==> src/sv/cc_pkg.sv <==
// Shared constants and types for the Chaikin corner-cutting smoother.
package cc_pkg;

    localparam int CC_MAX_LEVELS   = 4;
    localparam int CC_COORD_WIDTH  = 32;
    localparam int CC_TAG_WIDTH    = 16;
    localparam int CC_LEVELS_W     = 3;
    localparam int CC_QUEUE_DEPTH  = 4;

    // Flags that travel with every point through the cascade
    typedef struct packed {
        logic                   path_end;  // point closes the polyline
        logic                   run_last;  // final word caused by one input word
        logic [CC_LEVELS_W-1:0] nlev;      // clamped number of active levels
    } cc_flags_t;

endpackage

==> src/sv/cc_front.sv <==
// Front end: takes input words and level writes, tags each point with its level count.
module cc_front #(
    parameter int MAX_LEVELS  = cc_pkg::CC_MAX_LEVELS,
    parameter int COORD_WIDTH = cc_pkg::CC_COORD_WIDTH,
    parameter int TAG_WIDTH   = cc_pkg::CC_TAG_WIDTH
) (
    input  logic                                       clk,
    input  logic                                       rst_n,
    input  logic                                       s_axis_tvalid,
    output logic                                       s_axis_tready,
    // px, py, pz, point_tag
    input  logic [((3*COORD_WIDTH+TAG_WIDTH+7)/8)*8-1:0] s_axis_tdata,
    input  logic                                       s_axis_tlast,
    input  logic                                       cfg_valid,
    output logic                                       cfg_ready,
    input  logic [cc_pkg::CC_LEVELS_W-1:0]             cfg_data,
    output logic                                       q_valid,
    input  logic                                       q_ready,
    output logic [2:0][COORD_WIDTH-1:0]                q_coord,
    output logic [TAG_WIDTH-1:0]                       q_tag,
    output cc_pkg::cc_flags_t                          q_flags
);
    import cc_pkg::*;

    logic [CC_LEVELS_W-1:0] levels_reg;
    logic [CC_LEVELS_W-1:0] nlev;

    assign cfg_ready = 1'b1;

    always_ff @(posedge clk or negedge rst_n)
    begin
        if (!rst_n)
        begin
            levels_reg <= CC_LEVELS_W'(1);
        end
        else if (cfg_valid)
        begin
            levels_reg <= cfg_data;
        end
    end

    // zero acts as one, anything above the built depth as the built depth
    always_comb
    begin
        if (levels_reg == '0)
            nlev = CC_LEVELS_W'(1);
        else if (levels_reg > CC_LEVELS_W'(MAX_LEVELS))
            nlev = CC_LEVELS_W'(MAX_LEVELS);
        else
            nlev = levels_reg;
    end

    assign q_valid       = s_axis_tvalid;
    assign s_axis_tready = q_ready;
    assign q_coord[0]    = s_axis_tdata[COORD_WIDTH-1:0];
    assign q_coord[1]    = s_axis_tdata[2*COORD_WIDTH-1:COORD_WIDTH];
    assign q_coord[2]    = s_axis_tdata[3*COORD_WIDTH-1:2*COORD_WIDTH];
    assign q_tag         = s_axis_tdata[3*COORD_WIDTH+TAG_WIDTH-1:3*COORD_WIDTH];

    always_comb
    begin
        q_flags          = '0;
        q_flags.path_end = s_axis_tlast;
        q_flags.run_last = 1'b1;
        q_flags.nlev     = nlev;
    end

endmodule

==> src/sv/cc_queue.sv <==
// Short FIFO between the front end and the smoothing cascade.
module cc_queue #(
    parameter int COORD_WIDTH = cc_pkg::CC_COORD_WIDTH,
    parameter int TAG_WIDTH   = cc_pkg::CC_TAG_WIDTH
) (
    input  logic                        clk,
    input  logic                        rst_n,
    input  logic                        in_valid,
    output logic                        in_ready,
    input  logic [2:0][COORD_WIDTH-1:0] in_coord,
    input  logic [TAG_WIDTH-1:0]        in_tag,
    input  cc_pkg::cc_flags_t           in_flags,
    output logic                        out_valid,
    input  logic                        out_ready,
    output logic [2:0][COORD_WIDTH-1:0] out_coord,
    output logic [TAG_WIDTH-1:0]        out_tag,
    output cc_pkg::cc_flags_t           out_flags
);
    import cc_pkg::*;

    localparam int WORD_W = 3*COORD_WIDTH + TAG_WIDTH + $bits(cc_flags_t);
    localparam int PTR_W  = $clog2(CC_QUEUE_DEPTH);
    localparam int CNT_W  = $clog2(CC_QUEUE_DEPTH + 1);

    logic [WORD_W-1:0] slot_reg [CC_QUEUE_DEPTH];
    logic [PTR_W-1:0]  wr_ptr_reg;
    logic [PTR_W-1:0]  rd_ptr_reg;
    logic [CNT_W-1:0]  count_reg;
    logic              push;
    logic              pop;

    assign in_ready  = (count_reg != CNT_W'(CC_QUEUE_DEPTH));
    assign out_valid = (count_reg != '0);
    assign push      = in_valid && in_ready;
    assign pop       = out_valid && out_ready;

    assign {out_flags, out_tag, out_coord} = slot_reg[rd_ptr_reg];

    always_ff @(posedge clk)
    begin
        if (push)
        begin
            slot_reg[wr_ptr_reg] <= {in_flags, in_tag, in_coord};
        end
    end

    always_ff @(posedge clk or negedge rst_n)
    begin
        if (!rst_n)
        begin
            wr_ptr_reg <= '0;
            rd_ptr_reg <= '0;
            count_reg  <= '0;
        end
        else
        begin
            if (push)
                wr_ptr_reg <= (wr_ptr_reg == PTR_W'(CC_QUEUE_DEPTH - 1)) ? '0
                                                                        : wr_ptr_reg + 1'b1;
            if (pop)
                rd_ptr_reg <= (rd_ptr_reg == PTR_W'(CC_QUEUE_DEPTH - 1)) ? '0
                                                                        : rd_ptr_reg + 1'b1;
            if (push && !pop)
                count_reg <= count_reg + 1'b1;
            else if (pop && !push)
                count_reg <= count_reg - 1'b1;
        end
    end

endmodule

==> src/sv/cc_level.sv <==
// One smoothing level: cuts corners between the held point and each new point.
module cc_level #(
    parameter int LEVEL_IDX   = 0,
    parameter int COORD_WIDTH = cc_pkg::CC_COORD_WIDTH,
    parameter int TAG_WIDTH   = cc_pkg::CC_TAG_WIDTH
) (
    input  logic                        clk,
    input  logic                        rst_n,
    input  logic                        in_valid,
    output logic                        in_ready,
    input  logic [2:0][COORD_WIDTH-1:0] in_coord,
    input  logic [TAG_WIDTH-1:0]        in_tag,
    input  cc_pkg::cc_flags_t           in_flags,
    output logic                        out_valid,
    input  logic                        out_ready,
    output logic [2:0][COORD_WIDTH-1:0] out_coord,
    output logic [TAG_WIDTH-1:0]        out_tag,
    output cc_pkg::cc_flags_t           out_flags
);
    import cc_pkg::*;

    typedef enum logic [1:0] {
        EMIT_PASS = 2'd0,
        EMIT_Q    = 2'd1,
        EMIT_R    = 2'd2
    } emit_t;

    // working word
    logic                        cur_valid_reg;
    logic [2:0][COORD_WIDTH-1:0] cur_coord_reg;
    logic [TAG_WIDTH-1:0]        cur_tag_reg;
    cc_flags_t                   cur_flags_reg;
    logic [1:0]                  phase_reg;
    // level state
    logic [2:0][COORD_WIDTH-1:0] prev_coord_reg;
    logic [TAG_WIDTH-1:0]        prev_tag_reg;
    logic                        have_prev_reg;
    // output register
    logic                        out_valid_reg;
    logic [2:0][COORD_WIDTH-1:0] out_coord_reg;
    logic [TAG_WIDTH-1:0]        out_tag_reg;
    cc_flags_t                   out_flags_reg;

    logic                        active;
    logic [1:0]                  n_outs;
    logic                        final_ph;
    logic                        out_load;
    logic                        take;
    logic                        accept;
    emit_t                       sel;
    logic [2:0][COORD_WIDTH-1:0] mix_q;
    logic [2:0][COORD_WIDTH-1:0] mix_r;
    logic [2:0][COORD_WIDTH-1:0] emit_coord;
    logic [TAG_WIDTH-1:0]        emit_tag;
    cc_flags_t                   emit_flags;

    assign active   = (cur_flags_reg.nlev > CC_LEVELS_W'(LEVEL_IDX));
    assign n_outs   = active ? ((have_prev_reg ? 2'd2 : 2'd1) + {1'b0, cur_flags_reg.path_end})
                             : 2'd1;
    assign final_ph = (phase_reg == n_outs - 2'd1);
    assign out_load = cur_valid_reg && (!out_valid_reg || out_ready);
    assign take     = out_load && final_ph;
    assign in_ready = !cur_valid_reg || take;
    assign accept   = in_valid && in_ready;

    // floor((3a + b) / 4) in two bits of headroom; the result stays between a and b
    for (genvar k = 0; k < 3; k++)
    begin : g_mix
        logic signed [COORD_WIDTH+1:0] p0_ext;
        logic signed [COORD_WIDTH+1:0] p1_ext;
        logic signed [COORD_WIDTH+1:0] sum_q;
        logic signed [COORD_WIDTH+1:0] sum_r;

        assign p0_ext = {{2{prev_coord_reg[k][COORD_WIDTH-1]}}, prev_coord_reg[k]};
        assign p1_ext = {{2{cur_coord_reg[k][COORD_WIDTH-1]}}, cur_coord_reg[k]};
        assign sum_q  = p0_ext + (p0_ext <<< 1) + p1_ext;
        assign sum_r  = p1_ext + (p1_ext <<< 1) + p0_ext;
        assign mix_q[k] = sum_q[COORD_WIDTH+1:2];
        assign mix_r[k] = sum_r[COORD_WIDTH+1:2];
    end

    always_comb
    begin
        if (!active || !have_prev_reg)
            sel = EMIT_PASS;
        else if (phase_reg == 2'd0)
            sel = EMIT_Q;
        else if (phase_reg == 2'd1)
            sel = EMIT_R;
        else
            sel = EMIT_PASS;
    end

    always_comb
    begin
        unique case (sel)
            EMIT_Q:
            begin
                emit_coord = mix_q;
                emit_tag   = prev_tag_reg;
            end
            EMIT_R:
            begin
                emit_coord = mix_r;
                emit_tag   = cur_tag_reg;
            end
            default:
            begin
                emit_coord = cur_coord_reg;
                emit_tag   = cur_tag_reg;
            end
        endcase
    end

    always_comb
    begin
        emit_flags          = cur_flags_reg;
        emit_flags.run_last = cur_flags_reg.run_last && final_ph;
        // only the repeated closing point carries the end mark
        if (active)
            emit_flags.path_end = cur_flags_reg.path_end && final_ph;
    end

    always_ff @(posedge clk or negedge rst_n)
    begin
        if (!rst_n)
        begin
            cur_valid_reg <= 1'b0;
            phase_reg     <= '0;
            have_prev_reg <= 1'b0;
            out_valid_reg <= 1'b0;
        end
        else
        begin
            if (accept)
            begin
                cur_valid_reg <= 1'b1;
                phase_reg     <= '0;
            end
            else if (take)
            begin
                cur_valid_reg <= 1'b0;
            end
            else if (out_load)
            begin
                phase_reg <= phase_reg + 2'd1;
            end

            if (take && active)
                have_prev_reg <= !cur_flags_reg.path_end;

            if (out_load)
                out_valid_reg <= 1'b1;
            else if (out_ready)
                out_valid_reg <= 1'b0;
        end
    end

    always_ff @(posedge clk)
    begin
        if (accept)
        begin
            cur_coord_reg <= in_coord;
            cur_tag_reg   <= in_tag;
            cur_flags_reg <= in_flags;
        end
        if (take && active)
        begin
            prev_coord_reg <= cur_coord_reg;
            prev_tag_reg   <= cur_tag_reg;
        end
        if (out_load)
        begin
            out_coord_reg <= emit_coord;
            out_tag_reg   <= emit_tag;
            out_flags_reg <= emit_flags;
        end
    end

    assign out_valid = out_valid_reg;
    assign out_coord = out_coord_reg;
    assign out_tag   = out_tag_reg;
    assign out_flags = out_flags_reg;

endmodule

==> src/sv/chaikin_corner_cutting.sv <==
// Throughput: one output word per cycle while m_axis_tready is high; a point yields up to
// 2^(levels+1)-1 words, so on a long polyline the last active level sets the input pace.
// Levels beyond the configured count pass words through unchanged.
// Reset (rst_n low, asynchronous) empties the queue, clears the valid and history flags
// of every level and sets levels to 1.
module chaikin_corner_cutting #(
    parameter int MAX_LEVELS  = cc_pkg::CC_MAX_LEVELS,
    parameter int COORD_WIDTH = cc_pkg::CC_COORD_WIDTH,
    parameter int TAG_WIDTH   = cc_pkg::CC_TAG_WIDTH
) (
    input  logic                                         clk,
    input  logic                                         rst_n,
    input  logic                                         s_axis_tvalid,
    output logic                                         s_axis_tready,
    // px, py, pz, point_tag
    input  logic [((3*COORD_WIDTH+TAG_WIDTH+7)/8)*8-1:0] s_axis_tdata,
    input  logic                                         s_axis_tlast,  // end_of_path
    output logic                                         m_axis_tvalid,
    input  logic                                         m_axis_tready,
    // qx, qy, qz, out_tag
    output logic [((3*COORD_WIDTH+TAG_WIDTH+7)/8)*8-1:0] m_axis_tdata,
    output logic                                         m_axis_tlast,  // last_of_run
    output logic [0:0]                                   m_axis_tuser,  // path_done
    input  logic                                         cfg_valid,
    output logic                                         cfg_ready,
    input  logic [cc_pkg::CC_LEVELS_W-1:0]               cfg_data
);
    import cc_pkg::*;

    localparam int DATA_W = ((3*COORD_WIDTH + TAG_WIDTH + 7) / 8) * 8;

    logic                        f_valid;
    logic                        f_ready;
    logic [2:0][COORD_WIDTH-1:0] f_coord;
    logic [TAG_WIDTH-1:0]        f_tag;
    cc_flags_t                   f_flags;

    logic [MAX_LEVELS:0]                    st_valid;
    logic [MAX_LEVELS:0]                    st_ready;
    logic [MAX_LEVELS:0][2:0][COORD_WIDTH-1:0] st_coord;
    logic [MAX_LEVELS:0][TAG_WIDTH-1:0]     st_tag;
    cc_flags_t [MAX_LEVELS:0]               st_flags;

    cc_front #(
        .MAX_LEVELS  (MAX_LEVELS),
        .COORD_WIDTH (COORD_WIDTH),
        .TAG_WIDTH   (TAG_WIDTH)
    ) u_front (
        .clk           (clk),
        .rst_n         (rst_n),
        .s_axis_tvalid (s_axis_tvalid),
        .s_axis_tready (s_axis_tready),
        .s_axis_tdata  (s_axis_tdata),
        .s_axis_tlast  (s_axis_tlast),
        .cfg_valid     (cfg_valid),
        .cfg_ready     (cfg_ready),
        .cfg_data      (cfg_data),
        .q_valid       (f_valid),
        .q_ready       (f_ready),
        .q_coord       (f_coord),
        .q_tag         (f_tag),
        .q_flags       (f_flags)
    );

    cc_queue #(
        .COORD_WIDTH (COORD_WIDTH),
        .TAG_WIDTH   (TAG_WIDTH)
    ) u_queue (
        .clk       (clk),
        .rst_n     (rst_n),
        .in_valid  (f_valid),
        .in_ready  (f_ready),
        .in_coord  (f_coord),
        .in_tag    (f_tag),
        .in_flags  (f_flags),
        .out_valid (st_valid[0]),
        .out_ready (st_ready[0]),
        .out_coord (st_coord[0]),
        .out_tag   (st_tag[0]),
        .out_flags (st_flags[0])
    );

    for (genvar i = 0; i < MAX_LEVELS; i++)
    begin : g_level
        cc_level #(
            .LEVEL_IDX   (i),
            .COORD_WIDTH (COORD_WIDTH),
            .TAG_WIDTH   (TAG_WIDTH)
        ) u_level (
            .clk       (clk),
            .rst_n     (rst_n),
            .in_valid  (st_valid[i]),
            .in_ready  (st_ready[i]),
            .in_coord  (st_coord[i]),
            .in_tag    (st_tag[i]),
            .in_flags  (st_flags[i]),
            .out_valid (st_valid[i+1]),
            .out_ready (st_ready[i+1]),
            .out_coord (st_coord[i+1]),
            .out_tag   (st_tag[i+1]),
            .out_flags (st_flags[i+1])
        );
    end

    assign m_axis_tvalid           = st_valid[MAX_LEVELS];
    assign st_ready[MAX_LEVELS]    = m_axis_tready;
    assign m_axis_tdata            = DATA_W'({st_tag[MAX_LEVELS], st_coord[MAX_LEVELS]});
    assign m_axis_tlast            = st_flags[MAX_LEVELS].run_last;
    assign m_axis_tuser[0]         = st_flags[MAX_LEVELS].path_end;

endmodule

==> config.mk <==
export PLATFORM = sky130hd
export DESIGN_NAME = chaikin_corner_cutting
export DESIGN_NICKNAME = d
export VERILOG_FILES = /design/src/sv/cc_pkg.sv /design/src/sv/cc_front.sv /design/src/sv/cc_queue.sv /design/src/sv/cc_level.sv /design/src/sv/chaikin_corner_cutting.sv
export SDC_FILE = /design/constraint.sdc
export NUM_CORES = 2
export LEC_CHECK = 0
export ABC_AREA = 1
export ABC_CLOCK_PERIOD_IN_PS = 24400
export BUFFER_PORTS_ARGS = -buffer_cell sky130_fd_sc_hd__buf_2
export CAP_MARGIN = 30
export CORE_MARGIN = 2
export CORE_UTILIZATION = 35
export CTS_CLUSTER_SIZE = 30
export DETAILED_ROUTE_END_ITERATION = 8
export HOLD_SLACK_MARGIN = 0.05
export PLACE_DENSITY = 0.62
export SLEW_MARGIN = 20
export SYNTH_ARGS = -nofsm -noshare
export SYNTH_HDL_FRONTEND = slang
export SYNTH_SLANG_ARGS = --single-unit
==> constraint.sdc <==
create_clock -name clk -period 24.4 [get_ports clk]
set_input_delay 1.22 -clock clk [delete_from_list [all_inputs] [get_ports clk]]
set_output_delay 1.22 -clock clk [all_outputs]
set_load 0.005 [all_outputs]
==> flow_summary.yaml <==
status:
  outcome: "finished clean"
clock_tree:
  post_cts_buffers: 0
  cts_tree: "done"
  htreeDepth: 4
  path_clk_slew_ns: 0.07
  clock_latency_ns: 0.90
  clock_path_buffers: 4
  root_buffer: "clkbuf_16"
  post_cts_resized: 0
  numCtsBuffers: 198
  clock-sinks: 1870
  hold_buffers: 0
sta:
  timing.final.crit_share_pct: 17.1
  finClkSkew_ns: 0.0953
  relSlewSlack_pct: 31.7
  rsz0062_at_grt: "false"
  setup-violations-final: 0
  worst_pin_slew_ns: 1.02
  final-hold-violation-count: 0
  fmax_ghz: 0.240
  min_period_ns: 4.17
  tns_ns: 0
  maxSlewViolCount: 0
logic_synthesis:
  synthFlopType: "edfxtp_1"
  ys_types: 66
  postSynth.asyncResetShare_pct: 1.60
  synthTopCellsByArea: "edfxtp_1 (43%), fa_1 (12%), nand2_1 (7.8%), ha_1 (7.6%), a21oi_1 (5.3%)"
  synth_seq_cells: 1870
  synth_warnings: 0
  synth-seq-area-share_pct: 44.0
  synth_top_area_cell: "edfxtp_1"
  syn_nets: 15100
  syn-instance-count: 13500
  synth_top_area_share_pct: 43.4
  synth_edf_count: 1840
  syn_avg_cell_area_um2: 9.43
  netlist_area_um2: 127000
flow_run:
  drv_cap: 0
cells_and_area:
  synthToLayoutAreaGrowth_pct: 10.2
  largest_reg_flops: 464
  final_nets: 15400
  mostFrequentLayoutCells: "nand2_1 (2646), edfxtp_1 (1840), nor2_1 (1427)"
  layout-drive-gt1-share_pct: 5.72
  multiInputGateArea_um2: 66000
  layout_commonest_cell: "nand2_1"
  num-fill-cells: 36000
  register_area_um2: 56000
die:
  start_util_pct: 35.1
  die_x_um: 607
  dieArea_um2: 368000
  core_um2: 362000
  row_count: 221
  ios: 238
  die_h_um: 607
critical_path:
  cp.required_ns: 24.87
  critPathSlowestCell: "buf_4"
  critical-path-top-delay-family: "buffers and inverters"
  path_max_fanout: 70
  worst-path-buf-inv: 5
  start_kind: "primary input"
  criticalPathCategory: "primary input to register"
  critPathCaptureType: "register"
  cp.arrival_ns: 4.64
  cp_slowest_stage_delay_ns: 0.73
  path_cells: "buf_2, inv_1, nand2_1, nand2_1, inv_6, nand2_4, nand3_4, nand3_2, nand3_2, nand3_2, nand3_4, nand3_4, nor2_4, buf_4, buf_4"
route:
  drt-total-wl_um: 351000
  remaining_drc_errors: 0
  first_pass_iters: 7
  first_iter_violations: 9106
  via_count: 98200
  ant_nets: 0
  vias_per_cell: 5.26
  wl_per_cell_um: 18.8
grt:
  grt_pass1_wl_um: 544000
  grt_pass1_vias: 93400
  grt-ovfl-total: 0
  track_usage_pct: 18.8
  antenna_found_initial: 31
  grt_max_degree: 95
worst_hold_path:
  hold_path.class: "primary input to asynchronous set/reset pin"
placement:
  io_buffers: 236
  dpl.hpwl_um: 276000
  place_congestion: 0.963
cell usage after synthesis (44+ instances only):
master	number
nor3_1	176
a21o_1	108
a21boi_0	63
nand3_1	655
o21bai_1	108
o22ai_1	121
fa_1	769
nor2_1	1434
clkbuf_1	235
a31oi_1	295
o21ai_0	1150
inv_1	1142
nand4_1	74
ha_1	770
edfxtp_1	1840
nand3b_1	44
nor4_1	46
nand2_1	2646
or2_2	80
a21oi_1	1335
kinds of logic after synthesis:
family,synth area share (%)
simple gates,16.7
compound gates,15.1
flops,44.0
fa+ha+maj,19.7
buf+inv,4.24
xor+xnor,0.240
mux,0.0256
other cells,0.00295
stage by stage:
step                      instances  setup slack (ns)  hold WS (ns)  utilization, %  cell area (um^2)
after floorplan               13500             13.73         0.400               -            127000
after global placement        18300             19.34         0.400            37.0            134000
after detailed placement      18300             19.27         0.405            37.0            134000
after CTS                     18700             20.18         0.387            38.7            140000
after global routing          18700             19.89         0.139            38.7            140000
final                         18700             20.23         0.184            38.7            140000
final cells by class:
| cell class | instances | area share [%] |
|---|---|---|
| diodes | 3 | 0.00535 |
| clock buffers | 235 | 3.66 |
| clock inverters | 118 | 0.729 |
| inverters | 1154 | 3.12 |
| multi-input cells | 10200 | 47.0 |
| flip-flops and latches | 1870 | 39.9 |
| well taps | 4794 | 4.28 |
| repair buffers | 303 | 1.24 |
worst paths after layout:
path | start | depth (start not counted) | slack (ns) | endpoint
hold reg to reg | g_level[1].u_level.out_coord[82] | 0 | 0.39 | g_level[2].u_level.cur_coord_reg[82]
hold / removal | rst_n | 1 | 0.18 | u_queue.wr_ptr_reg[1]
setup reg to reg | g_level[3].u_level.cur_valid_reg | 12 | 20.32 | g_level[0].u_level.g_mix[2].p0_ext[26]
min in group clk | g_level[1].u_level.out_coord[82] | 0 | 0.39 | g_level[2].u_level.cur_coord_reg[82]
max in group asynchronous | rst_n | 2 | 23.69 | g_level[1].u_level.have_prev_reg
setup / recovery | m_axis_tready | 15 | 20.23 | g_level[0].u_level.g_mix[2].p0_ext[26]
metal layers:
layer / global-route usage (%) / vias up / part of all wire (%)
met5: 0 / - / 0.045
met4: 3.48 / 28 / 1.7
met1: 29.6 / 46700 / 50
li1: - / 47900 / -
met3: 2.25 / 398 / 7.2
met2: 27.7 / 3223 / 41
Power is left out: the tool's default activity adds up to more than one toggle a clock period on the data nets, which glitch-free logic cannot reach.
